`config.mk`:
```
export PLATFORM = sky130hd
export DESIGN_NAME = quadrature_encoder_with_button
export DESIGN_NICKNAME = d
export VERILOG_FILES = /design/src/hw/rtl/qeb_pkg.sv /design/src/hw/rtl/quadrature_encoder_with_button.sv
export SDC_FILE = /design/constraint.sdc
export NUM_CORES = 1
export LEC_CHECK = 0
export BUFFER_PORTS_ARGS = -buffer_cell sky130_fd_sc_hd__buf_2
export CAP_MARGIN = 10
export CORE_MARGIN = 5
export CORE_UTILIZATION = 55
export CTS_CLUSTER_SIZE = 14
export DETAILED_ROUTE_END_ITERATION = 12
export PLACE_DENSITY_LB_ADDON = 0.08
export SLEW_MARGIN = 20
export SYNTH_ARGS = -nofsm -noshare
export SYNTH_HDL_FRONTEND = slang
export SYNTH_SLANG_ARGS = --single-unit
```
`constraint.sdc`:
```
create_clock -name clock -period 5.8 [get_ports clock]
set_clock_uncertainty 0.15 [all_clocks]
set_input_delay 0.29 -clock clock [delete_from_list [all_inputs] [get_ports clock]]
set_output_delay 0.29 -clock clock [all_outputs]
set_load 0.03 [all_outputs]
```
`src/hw/rtl/qeb_pkg.sv`:
```
// ----------------------------------------------------------------------------
// qeb_pkg: shared types and constants for the quadrature encoder block
// Payload structs, item kind codes, event codes, register indexes and the
// x4 quadrature step table.
// ----------------------------------------------------------------------------
`default_nettype none

package qeb_pkg;

   localparam int ENCODER_COUNT_DEFAULT = 2;
   localparam int LINE_W                = 2;
   localparam int STAMP_W               = 32;
   localparam int COUNT_W               = 32;
   localparam int HOLD_W                = 16;
   localparam int CSR_INDEX_W           = 4;
   localparam int CSR_DATA_W            = 16;

   localparam logic [HOLD_W-1:0] LONG_PRESS_RESET    = 16'd500;
   localparam logic [LINE_W-1:0] SWITCH_ENABLE_RESET = 2'b11;
   localparam logic [1:0]        PHASE_IDLE          = 2'b11;

   // item kinds
   localparam logic [2:0] KIND_SAMPLE    = 3'd0;
   localparam logic [2:0] KIND_POLL      = 3'd1;
   localparam logic [2:0] KIND_TAKE      = 3'd2;
   localparam logic [2:0] KIND_SET_POS   = 3'd3;
   localparam logic [2:0] KIND_RESET_POS = 3'd4;

   // event codes
   localparam logic [2:0] EV_NONE     = 3'd0;
   localparam logic [2:0] EV_CW       = 3'd1;
   localparam logic [2:0] EV_CCW      = 3'd2;
   localparam logic [2:0] EV_PRESSED  = 3'd3;
   localparam logic [2:0] EV_RELEASED = 3'd4;
   localparam logic [2:0] EV_LONG     = 3'd5;

   // register indexes
   localparam logic [CSR_INDEX_W-1:0] CSR_LONG_PRESS    = 4'd0;
   localparam logic [CSR_INDEX_W-1:0] CSR_SWITCH_ENABLE = 4'd1;

   typedef struct packed {
      logic [2:0]                kind;
      logic                      encoder_sel;
      logic [LINE_W-1:0]         line_a;
      logic [LINE_W-1:0]         line_b;
      logic [LINE_W-1:0]         line_sw;
      logic [STAMP_W-1:0]        now_ms;
      logic signed [COUNT_W-1:0] new_position;
   } req_payload_type;

   typedef struct packed {
      logic [2:0]                event_res;
      logic signed [COUNT_W-1:0] delta;
      logic signed [COUNT_W-1:0] position;
      logic                      switch_down;
   } rsp_payload_type;

   // old phase x new phase, phase = {A, B}
   function automatic logic signed [1:0] phase_step(input logic [1:0] old_ph,
                                                    input logic [1:0] new_ph);
      logic signed [1:0] step;
      step = 2'sd0;
      unique case ({old_ph, new_ph})
         4'b00_01, 4'b01_11, 4'b10_00, 4'b11_10: step = -2'sd1;
         4'b00_10, 4'b01_00, 4'b10_11, 4'b11_01: step = 2'sd1;
         default:                                step = 2'sd0;
      endcase
      return step;
   endfunction

endpackage

`default_nettype wire

```
`src/hw/rtl/quadrature_encoder_with_button.sv`:
```
// ----------------------------------------------------------------------------
// quadrature_encoder_with_button: rotary encoders with push switches
// x4 quadrature decoding, wrapping position and delta counters, switch
// press / release / long-press tracking and a prioritised event poll.
// ----------------------------------------------------------------------------
// One request transfer is taken every cycle while the response side is not
// stalled. A request lands in an input register; when the work stage advances,
// the per-encoder logic (quadrature table, two 32-bit adds, one 32-bit
// hold-time compare) updates the state and loads the response register, which
// drives rsp_valid; throughput is one item per clock while rsp_ready stays
// high. The response register
// decouples the sides: a stalled response holds the item in the input
// register, and req_ready drops only when both registers are full and
// rsp_ready is low. Sample items update every encoder; poll, take, set and
// reset items act on encoder_sel only. Configuration writes are always ready
// and should be issued only while no item is in flight.
`default_nettype none

module quadrature_encoder_with_button
   import qeb_pkg::*;
#(
   parameter int ENCODER_COUNT = ENCODER_COUNT_DEFAULT
) (
   input  wire logic                   clock,
   input  wire logic                   reset,
   // request channel
   input  wire logic                   req_valid,
   output logic                        req_ready,
   input  wire req_payload_type        req_payload,
   // response channel
   output logic                        rsp_valid,
   input  wire logic                   rsp_ready,
   output rsp_payload_type             rsp_payload,
   // register write channel
   input  wire logic                   csr_valid,
   output logic                        csr_ready,
   input  wire logic [CSR_INDEX_W-1:0] csr_index,
   input  wire logic [CSR_DATA_W-1:0]  csr_data
);

   // input and output stage
   logic            req_valid_ff;
   req_payload_type req_data_ff;
   logic            rsp_valid_ff;
   rsp_payload_type rsp_data_ff;
   rsp_payload_type rsp_data_in;
   logic            advance;

   // configuration
   logic [HOLD_W-1:0] long_press_ff;
   logic [LINE_W-1:0] switch_enable_ff;

   // per-encoder state
   logic [COUNT_W-1:0]       position_ff [ENCODER_COUNT];
   logic [COUNT_W-1:0]       position_in [ENCODER_COUNT];
   logic [COUNT_W-1:0]       delta_ff    [ENCODER_COUNT];
   logic [COUNT_W-1:0]       delta_in    [ENCODER_COUNT];
   logic [1:0]               phase_ff    [ENCODER_COUNT];
   logic [1:0]               phase_in    [ENCODER_COUNT];
   logic [STAMP_W-1:0]       stamp_ff    [ENCODER_COUNT];
   logic [STAMP_W-1:0]       stamp_in    [ENCODER_COUNT];
   logic [ENCODER_COUNT-1:0] pressed_ff,  pressed_in;
   logic [ENCODER_COUNT-1:0] long_ff,     long_in;
   logic [ENCODER_COUNT-1:0] reported_ff, reported_in;

   // encoders beyond the two wired lines read 0
   logic [ENCODER_COUNT-1:0] a_ext, b_ext, sw_ext, en_ext;

   assign a_ext  = ENCODER_COUNT'(req_data_ff.line_a);
   assign b_ext  = ENCODER_COUNT'(req_data_ff.line_b);
   assign sw_ext = ENCODER_COUNT'(req_data_ff.line_sw);
   assign en_ext = ENCODER_COUNT'(switch_enable_ff);

   // the work stage moves when the response register is free or being drained
   assign advance   = req_valid_ff && (!rsp_valid_ff || rsp_ready);
   assign req_ready = !req_valid_ff || advance;
   assign rsp_valid = rsp_valid_ff;
   assign rsp_payload = rsp_data_ff;
   assign csr_ready = 1'b1;

   always_comb begin
      logic              sel_ok;
      logic              hit;
      logic              down;
      logic [1:0]        phase;
      logic signed [1:0] dir;
      logic [STAMP_W-1:0] held;

      sel_ok = int'(req_data_ff.encoder_sel) < ENCODER_COUNT;
      hit    = 1'b0;
      down   = 1'b0;
      phase  = PHASE_IDLE;
      dir    = 2'sd0;
      held   = '0;
      rsp_data_in = '0;
      pressed_in  = pressed_ff;
      long_in     = long_ff;
      reported_in = reported_ff;

      for (int i = 0; i < ENCODER_COUNT; i++) begin
         position_in[i] = position_ff[i];
         delta_in[i]    = delta_ff[i];
         phase_in[i]    = phase_ff[i];
         stamp_in[i]    = stamp_ff[i];
         hit = sel_ok && (int'(req_data_ff.encoder_sel) == i);

         if (req_data_ff.kind == KIND_SAMPLE) begin
            // quadrature step; a double change gives 0 but the phase is kept
            phase = {a_ext[i], b_ext[i]};
            dir   = phase_step(phase_ff[i], phase);
            position_in[i] = position_ff[i] + COUNT_W'(dir);
            delta_in[i]    = delta_ff[i] + COUNT_W'(dir);
            phase_in[i]    = phase;

            down = !sw_ext[i];
            held = req_data_ff.now_ms - stamp_ff[i];
            if (en_ext[i]) begin
               priority if (down && !pressed_ff[i]) begin
                  pressed_in[i] = 1'b1;
                  stamp_in[i]   = req_data_ff.now_ms;
                  long_in[i]    = 1'b0;
               end else if (!down && pressed_ff[i]) begin
                  pressed_in[i] = 1'b0;
               end else if (pressed_ff[i] && !long_ff[i]) begin
                  if (held > STAMP_W'(long_press_ff)) begin
                     long_in[i] = 1'b1;
                  end
               end else begin
                  // idle, or held with the flag already up: switch state stays
               end
            end
         end else if (hit) begin
            unique case (req_data_ff.kind)
               KIND_POLL: begin
                  // movement first, then press, release, long press
                  priority if (delta_ff[i] != '0) begin
                     delta_in[i] = '0;
                     rsp_data_in.event_res = delta_ff[i][COUNT_W-1] ? EV_CCW : EV_CW;
                  end else if (pressed_ff[i] && !reported_ff[i]) begin
                     reported_in[i] = 1'b1;
                     rsp_data_in.event_res = EV_PRESSED;
                  end else if (!pressed_ff[i] && reported_ff[i]) begin
                     reported_in[i] = 1'b0;
                     rsp_data_in.event_res = EV_RELEASED;
                  end else if (long_ff[i]) begin
                     long_in[i] = 1'b0;
                     rsp_data_in.event_res = EV_LONG;
                  end else begin
                     rsp_data_in.event_res = EV_NONE;
                  end
               end
               KIND_TAKE: begin
                  rsp_data_in.delta = delta_ff[i];
                  delta_in[i] = '0;
               end
               KIND_SET_POS: begin
                  position_in[i] = req_data_ff.new_position;
               end
               KIND_RESET_POS: begin
                  position_in[i] = '0;
                  delta_in[i]    = '0;
               end
               default: begin
               end
            endcase
         end

         if (hit) begin
            rsp_data_in.position    = position_in[i];
            rsp_data_in.switch_down = pressed_in[i];
         end
      end
   end

   // control and state
   always_ff @(posedge clock) begin
      if (reset) begin
         req_valid_ff     <= 1'b0;
         rsp_valid_ff     <= 1'b0;
         long_press_ff    <= LONG_PRESS_RESET;
         switch_enable_ff <= SWITCH_ENABLE_RESET;
         pressed_ff       <= '0;
         long_ff          <= '0;
         reported_ff      <= '0;
         for (int i = 0; i < ENCODER_COUNT; i++) begin
            position_ff[i] <= '0;
            delta_ff[i]    <= '0;
            phase_ff[i]    <= PHASE_IDLE;
            stamp_ff[i]    <= '0;
         end
      end else begin
         if (req_ready) begin
            req_valid_ff <= req_valid;
         end
         if (advance) begin
            rsp_valid_ff <= 1'b1;
         end else if (rsp_ready) begin
            rsp_valid_ff <= 1'b0;
         end
         if (advance) begin
            pressed_ff  <= pressed_in;
            long_ff     <= long_in;
            reported_ff <= reported_in;
            for (int i = 0; i < ENCODER_COUNT; i++) begin
               position_ff[i] <= position_in[i];
               delta_ff[i]    <= delta_in[i];
               phase_ff[i]    <= phase_in[i];
               stamp_ff[i]    <= stamp_in[i];
            end
         end
         if (csr_valid && csr_ready) begin
            if (csr_index == CSR_LONG_PRESS) begin
               long_press_ff <= csr_data;
            end else if (csr_index == CSR_SWITCH_ENABLE) begin
               switch_enable_ff <= csr_data[LINE_W-1:0];
            end
         end
      end
   end

   // payload registers
   always_ff @(posedge clock) begin
      if (req_valid && req_ready) begin
         req_data_ff <= req_payload;
      end
      if (advance) begin
         rsp_data_ff <= rsp_data_in;
      end
   end

endmodule

`default_nettype wire

```
==> implementation parameters, run 1 <==
Parameter                              Value

Pwr
  Power density over cell area ... about 260 nW/um2
  Switching power total ... about 2.3 mW
  Internal Dissipation ... 5.20 mW
  Max VDD drop ... 342 uV
  Comb power frac ... 0.238
  Leakage ... 12.0 nW
  Sw frac ... 0.307
  Share of total power in the clock network ... 0.344
  Reg power frac ... 0.418

Timing
  Slew of the pin with the lowest slew margin ... approximately 1.2 ns
  Count of pins over their slew limit ... 0
  Final setup margin ... 0.801 ns
  Slew headroom ... 0.186
  Unrepaired setup endpoints after global routing ... false
  Endpoints failing setup ... 0
  Accumulated negative setup slack ... 0 ns
  Hold Violations, Final ... 0
  Max Fclk ... 0.200 GHz
  Min Clock Period, post-route ... 5.00 ns
  Share of the clock period used by the worst path ... 0.862

Logic synthesis
  Count of flip-flops with a built-in enable after synthesis ... 338
  Fraction of the mapped netlist area in simple logic gates ... 0.149
  Sequential fraction of the synthesis area ... 0.427
  Proportion of synthesized area in mux cells ... 0.0288
  Fraction of registers with async set or reset after synthesis ... 0
  Mapped Nets ... between 2,000 and 3,000
  Synth Flop Type ... sky130_fd_sc_hd__edfxtp_1
  Post-Synthesis Cell Area ... 25,000 um2
  Fraction of synthesized cell area in xor and xnor cells ... 0.0488
  Ys Warns ... 0
  Adder and majority gate portion of the synthesized area ... 0.120
  Main combinational cell family by area after synthesis ... compound AO/OA/AOI/OAI gates
  Synthesis-stage register bit count ... 364
  Number of standard cells after synthesis ... 2,527
  Mean instance size in the synthesized netlist ... 9.88 um2
  Cell variety after synth ... 93
  Fraction of the mapped netlist area in compound gates ... 0.191

CTS
  Root buffer cell ... sky130_fd_sc_hd__clkbuf_16
  Worst skew pair latency ... 0.59 ns
  CTS Sinks ... 364
  CTS H-tree depth ... 2
  Total of cells resized after clock tree synthesis ... 0
  Clock tree buffer depth ... 3
  Worst-path clk slew ... 0.06 ns
  Total clock buffers created by CTS ... 43
  CTS tree ... done

Floorplanning
  Chip Height ... roughly 220 um
  Number of top-level design ports ... 170
  Initial Utilization ... 0.553
  Die boundary width ... 223 um
  Overall die area ... 49,800 um2
  Cell row count ... 78
  Area inside the core boundary ... 45,200 um2

GRT
  Maximum number of pins on one net before global-route repair ... 75
  Total global routing track utilization ... 0.275
  Wire length of the first global-routing pass ... 111,000 um
  Antenna violations before repair ... 2
  Via count of the first global-routing pass ... 20,500
  Overflow left after global routing ... 0

Hold path
  Hold Path Class ... input pin to flip-flop
  Cell depth of the worst min-delay path ... 5

Placement
  Final RePlAce weighted congestion ... 0.949
  Number of port buffers ... 168
  Setup WS pre-CTS ... around 0.92 ns
  Post-DP HPWL ... just under 50,000 um

Setup path
  Arr. time, crit path ... 5.31 ns
  Kind of capture point of the worst setup path ... flip-flop
  Biggest fanout along the worst timing path ... 3
  R2R depth ... 22
  Endpoint required time on the critical path ... around 6.1 ns
  Type of origin of the critical path ... flip-flop
  Critical path class ... flip-flop to flip-flop

Cells and area
  Area growth, synth to finish ... 15.2%
  Count of filler cells inserted in the layout ... 3,728
  Most common cell after layout, fill and taps aside ... sky130_fd_sc_hd__edfxtp_1
  Highest-count cells in the layout ignoring fill and taps ... sky130_fd_sc_hd__edfxtp_1, sky130_fd_sc_hd__nor2_1, sky130_fd_sc_hd__ha_1
  Fraction of final layout cells sized beyond drive strength 1 ... 0.106
  Final Net Count ... 3,103

Drt
  Violation count after the first detailed-route iteration ... 1,793
  DRC ... 0
  Detailed-routing iteration count for the pre-antenna-repair pass ... 8
  Final ANT Viol Nets ... 0
  Total Routed Length ... a little over 70,000 um
  Overall via count from detail_route ... 20,700
  Routed length per instance ... 20.7 um
  Via/cell ratio ... 6.10

Run
  MaxCap Viol Count ... 0

Outcome
  Outcome ... finished clean
-- logic make-up (layout without fill, tap and decap cells) --
| logic type | Yosys count | count (layout) |
|---|---|---|
| adder cells (fa/ha/maj) | 236 | 236 |
| multiplexers | 69 | 69 |
| buffers and inverters | 228 | 502 |
| AND/OR/NAND/NOR | 781 | 781 |
| XOR/XNOR | 139 | 139 |
| AO/OA/AOI/OAI | 709 | 709 |
| flip-flops | 364 | 364 |
| other | 1 | 3 |
-- area by class of cell --
cell class / count / area, um2 / share of cell area
inverter: 134 / 504 / 0.0175
multi-input combinational: 1935 / 13500 / 0.469
clock buffer: 53 / 1110 / 0.0387
antenna: 2 / 5.00 / 0.000174
tap: 600 / 751 / 0.0261
sequential: 364 / 10700 / 0.371
clock inverter: 25 / 190 / 0.00661
timing repair buffer: 290 / 2030 / 0.0707
-- per-stage QoR --
| step | instances | util | cell area [um2] | power (mW) | hold slack (ns) |
|---|---|---|---|---|---|
| detailed placement | 3223 | 0.585 | 26400 | 4.88 | 0.301 |
| global route | 3402 | 0.636 | 28800 | 7.87 | 0.105 |
| finish | 3403 | 0.636 | 28800 | 7.51 | 0.0613 |
| floorplan | 2527 | - | 25000 | 4.43 | 0.239 |
| CTS | 3399 | 0.635 | 28700 | 7.54 | 0.0161 |
| global placement | 3223 | 0.584 | 26400 | 4.85 | 0.296 |
-- worst paths after layout --
path / from / to / slack (ns)
setup / recovery: req_data_ff[33]$_DFFE_PP_ / long_ff[0]$_SDFFE_PP0P_ / 0.80
hold / removal: csr_index[1] / en_ext[1]$_SDFFE_PP1P_ / 0.06
setup reg to reg: req_data_ff[33]$_DFFE_PP_ / long_ff[0]$_SDFFE_PP0P_ / 0.80
hold reg to reg: long_press_ff[9]$_SDFFE_PP0P_ / long_press_ff[9]$_SDFFE_PP0P_ / 0.31
-- what timing repair did --
item	in CTS	in global routing
endpoints found under the hold margin	94	0
buffers inserted	0	0
hold buffers	98	0
-- synth_stat cells, drive strengths merged (63+ instances only) --
cell,n,area [um2]
mux2i,65,651
clkbuf,72,270
nor2,299,1120
edfxtp,338,10100
ha,230,2880
a21oi,234,1190
nand3,63,315
nand2,146,551
a21o,81,608
xnor2,87,762
o21ai,126,631
inv,134,503
-- layer usage --
layer / routed length [um] / vias to the layer above / track usage
met1: 31100 / 9929 / 0.381
met5: 0 / - / 0
met4: 1900 / 0 / 0.0836
met3: 4950 / 108 / 0.0436
met2: 32500 / 723 / 0.448
li1: - / 9984 / -
-- sequential cells by signal (all words and copies together) (netlist names), 2 cells and up --
register / flops
req_data_ff: 68
rsp_payload: 68
delta_ff: 64
position_ff: 64
stamp_ff: 64
long_press_ff: 16
phase_ff: 4
a_ext: 2
b_ext: 2
en_ext: 2
long_ff: 2
pressed_ff: 2
reported_ff: 2
sw_ext: 2
-- power groups by stage --
stage          sequential (mW)  combinational [mW]  clock, mW
5_1_grt                   3.15                1.97       2.75
6_report                  3.14                1.78       2.59
3_5_place_dp              3.19                1.69          0
4_1_cts                   3.14                1.76       2.65
2_1_floorplan             3.20                1.23          0
3_3_place_gp              3.19                1.67          0
-- worst max-delay path: stages, from the launching register on --
cell	delay (ns)
sky130_fd_sc_hd__edfxtp_1	0.43
sky130_fd_sc_hd__ha_1	0.32
sky130_fd_sc_hd__nor2b_1	0.14
sky130_fd_sc_hd__o31a_1	0.26
sky130_fd_sc_hd__o21ai_1	0.27
sky130_fd_sc_hd__a21oi_1	0.21
sky130_fd_sc_hd__o21a_1	0.22
sky130_fd_sc_hd__o21ai_0	0.15
sky130_fd_sc_hd__nand2b_1	0.07
sky130_fd_sc_hd__a21oi_1	0.17
sky130_fd_sc_hd__xnor2_1	0.14
sky130_fd_sc_hd__ha_1	0.26
sky130_fd_sc_hd__a21oi_1	0.14
sky130_fd_sc_hd__o21ai_0	0.11
sky130_fd_sc_hd__a221oi_1	0.30
sky130_fd_sc_hd__a31oi_1	0.07
sky130_fd_sc_hd__a211oi_1	0.40
sky130_fd_sc_hd__o2111ai_1	0.19
sky130_fd_sc_hd__nor4_1	0.30
sky130_fd_sc_hd__nand4_1	0.13
sky130_fd_sc_hd__nor4_2	0.23
sky130_fd_sc_hd__o21ai_0	0.13
sky130_fd_sc_hd__o41ai_1	0.09
(Power assumes the default switching activity.)
==> run 2: changes to the inputs <==
--- a/config.mk
+++ b/config.mk
@@ -11,8 +11,8 @@
 export CORE_UTILIZATION = 55
 export CTS_CLUSTER_SIZE = 14
 export DETAILED_ROUTE_END_ITERATION = 12
+export GPL_TIMING_DRIVEN = 0
 export PLACE_DENSITY_LB_ADDON = 0.08
-export SLEW_MARGIN = 20
 export SYNTH_ARGS = -nofsm -noshare
 export SYNTH_HDL_FRONTEND = slang
 export SYNTH_SLANG_ARGS = --single-unit
==> run 2 against run 1 <==
Against the previous run:
- sequential power about the same
- global-route usage increased by 0.99 points
- routed wire length increased by 5.4%
- total power increased by 1.9%
- non-clock buffer count increased by 81
- flip-flop and latch count unchanged
- clock-buffer cell count decreased by 4
- clock power increased by 4%
- cell area increased by 1.6%
- critical path type unchanged
==> implementation parameters, run 2 (synthesis results as in run 1) <==
Parameter                              Value

Hold path
  Cell depth of the worst min-delay path ... 5 (unchanged)
  Startpoint of the most critical hold path ... csr_index[3]
  Hold Path Class ... input pin to flip-flop
  Worst-case hold path end point ... long_press_ff[8]$_SDFFE_PP1P_

Floorplanning
  Chip Height ... 223 um (unchanged)
  Overall die area ... 49,800 um2 (unchanged)
  Number of top-level design ports ... 170 (unchanged)
  Cell row count ... 78 (unchanged)
  Die boundary width ... 223 um (unchanged)
  Initial Utilization ... 0.553 (unchanged)
  Area inside the core boundary ... 45,200 um2 (unchanged)

CTS
  CTS H-tree depth ... 2 (unchanged)
  Root buffer cell ... sky130_fd_sc_hd__clkbuf_16
  Worst skew pair latency ... 0.58 ns (about the same)
  Total of cells resized after clock tree synthesis ... 0 (unchanged)
  CTS Sinks ... 364 (unchanged)
  Worst-path clk slew ... 0.06 ns (about the same)
  Clock tree buffer depth ... 3 (unchanged)
  Number of buffers added for setup after CTS ... 0 (unchanged)
  CTS tree ... done
  Total clock buffers created by CTS ... 43 (unchanged)

GRT
  Overflow left after global routing ... 0 (unchanged)
  Wire length of the first global-routing pass ... 114,000 um (+2.8%)
  Total global routing track utilization ... 0.284 (+0.00986)
  Maximum number of pins on one net before global-route repair ... 65 (-13%)
  Via count of the first global-routing pass ... 20,800 (+1.6%)
  Antenna violations before repair ... 2 (unchanged)

Setup path
  Biggest fanout along the worst timing path ... 32 (+29)
  R2R depth ... 15 (-32%)
  Kind of capture point of the worst setup path ... flip-flop
  Critical path class ... flip-flop to flip-flop
  Type of origin of the critical path ... flip-flop
  Critical register-to-register path startpoint ... a_ext[1]$_DFFE_PP_
  Arr. time, crit path ... 5.76 ns (+0.45 ns)
  Register-to-register setup slack ... 0.22 ns (-0.58 ns)
  Endpoint required time on the critical path ... 5.98 ns (-0.13 ns)
  Worst flop-to-flop path endpoint ... rsp_payload[31]$_DFFE_PP_

Placement
  Post-DP HPWL ... 53,700 um (+9.8%)
  Final RePlAce weighted congestion ... 0.948 (-0.16%)
  Number of port buffers ... 168 (unchanged)

Timing
  Share of the clock period used by the worst path ... 0.962 (+0.101)
  Unrepaired setup endpoints after global routing ... false
  Max Fclk ... 0.179 GHz (-10%)
  Hold Violations, Final ... 0 (unchanged)
  Min Clock Period, post-route ... 5.58 ns (+0.584 ns)
  Endpoints failing setup ... 0 (unchanged)
  Slew of the pin with the lowest slew margin ... 0.973 ns (-0.248 ns)
  Hold WS ... 0.208 ns (+0.147 ns)
  Count of pins over their slew limit ... 0 (unchanged)
  Slew headroom ... 0.352 (+0.165)
  Accumulated negative setup slack ... 0 ns (unchanged)

Cells and area
  Final design utilization ... 0.646 (+0.00991)
  Sequential Area ... 10,700 um2 (unchanged)
  Most common cell after layout, fill and taps aside ... sky130_fd_sc_hd__edfxtp_1
  Area growth, synth to finish ... 17.0%
  Fraction of final layout cells sized beyond drive strength 1 ... 0.100 (-0.00571)
  Count of filler cells inserted in the layout ... 3,699 (-0.78%)
  Footprint of the multi-input gates ... 13,500 um2 (about the same)
  Highest-count cells in the layout ignoring fill and taps ... sky130_fd_sc_hd__edfxtp_1, sky130_fd_sc_hd__nor2_1, sky130_fd_sc_hd__ha_1
  Final Net Count ... 3,185 (+2.6%)

Drt
  Final ANT Viol Nets ... 0 (unchanged)
  Routed length per instance ... 21.3 um (+3.0%)
  Violation count after the first detailed-route iteration ... 2,158 (+20%)
  DRC ... 0 (unchanged)
  Via/cell ratio ... 6.13 (+0.58%)
  Overall via count from detail_route ... 21,300 (+2.9%)
  Total Routed Length ... 74,200 um (+5.4%)
  Detailed-routing iteration count for the pre-antenna-repair pass ... 8 (unchanged)

Pwr
  Max VDD drop ... 249 uV (-27%)
  Leakage ... 12.2 nW (+1.2%)
  Power density over cell area ... 262 nW/um2 (+0.35%)

Outcome
  Outcome ... finished clean

Run
  MaxCap Viol Count ... 0 (unchanged)
-- run 2: cell count changes in the layout (fill, tap and decap cells not counted), moves of 3 or more --
cell	change
sky130_fd_sc_hd__buf_1	+9
sky130_fd_sc_hd__buf_16	+4
sky130_fd_sc_hd__buf_2	+11
sky130_fd_sc_hd__buf_4	-21
sky130_fd_sc_hd__clkbuf_1	+67
sky130_fd_sc_hd__clkinv_1	+4
sky130_fd_sc_hd__clkinv_2	-4
sky130_fd_sc_hd__dlygate4sd3_1	+3
-- run 2: stage by stage --
step	setup slack, ns	instances	area, um2	total power [mW]
CTS	0.292	3480	29200	7.66
floorplan	1.36	2527	25000	4.43
finish	0.218	3482	29200	7.65
global placement	0.118	3295	26600	4.87
global route	0.0155	3481	29200	7.99
detailed placement	0.355	3303	26800	4.92
-- run 2: what timing repair did --
item	4_1_cts	5_1_grt
endpoints found under the hold margin	95	0
endpoints found under the setup margin	0	1
hold buffers	101	0
-- run 2: worst max-delay path by stage --
stage,depth (start not counted),from,endpoint
floorplan,14,a_ext[1]$_DFFE_PP_,delta_ff[0][61]$_SDFFCE_PN0P_
CTS,15,a_ext[1]$_DFFE_PP_,rsp_payload[31]$_DFFE_PP_
finish,15,a_ext[1]$_DFFE_PP_,rsp_payload[31]$_DFFE_PP_
global route,22,req_data_ff[33]$_DFFE_PP_,long_ff[0]$_SDFFE_PP0P_
global placement,8,rsp_ready,stamp_ff[0][32]$_SDFFCE_PN0P_
detailed placement,15,a_ext[1]$_DFFE_PP_,rsp_payload[31]$_DFFE_PP_
-- run 2: area by class of cell --
cell class | count | share of cell area
antenna | 1 | 0.0000857
buffer | 94 | 0.0129
clock buffer | 49 | 0.0383
clock inverter | 27 | 0.00857
inverter | 134 | 0.0173
multi-input combinational | 1936 | 0.462
sequential | 364 | 0.365
tap | 600 | 0.0257
timing repair buffer | 277 | 0.0702
-- run 2: power by group --
part | internal, mW | switching, mW | leakage (nW)
sequential | 3.04 | 0.0978 | 3.64
clock | 1.56 | 1.12 | 0.676
combinational | 0.722 | 1.11 | 7.85
total | 5.32 | 2.33 | 12.2
-- run 2: metal layers --
layer | track usage | part of all wire | vias up
met1 | 0.393 | 0.44 | 10200
met5 | 0 | 0 | -
met3 | 0.0417 | 0.071 | 143
met4 | 0.0838 | 0.030 | 0
met2 | 0.469 | 0.46 | 838
li1 | - | - | 10100
-- run 2: critical path: stages (launching register included) --
cell and delay [ns]:
sky130_fd_sc_hd__edfxtp_1 0.40, sky130_fd_sc_hd__inv_1 0.10, sky130_fd_sc_hd__ha_1 0.26, sky130_fd_sc_hd__mux4_4 0.94, sky130_fd_sc_hd__fa_1 0.54, sky130_fd_sc_hd__a21o_1 0.18, sky130_fd_sc_hd__a21oi_1 0.37, sky130_fd_sc_hd__o2111ai_1 0.23
sky130_fd_sc_hd__nand2_1 0.26, sky130_fd_sc_hd__o22ai_1 0.21, sky130_fd_sc_hd__o41a_1 0.39, sky130_fd_sc_hd__nor3_1 0.34, sky130_fd_sc_hd__o21ai_0 0.23, sky130_fd_sc_hd__xor2_1 0.16, sky130_fd_sc_hd__nand2_1 0.08, sky130_fd_sc_hd__a32oi_1 0.45
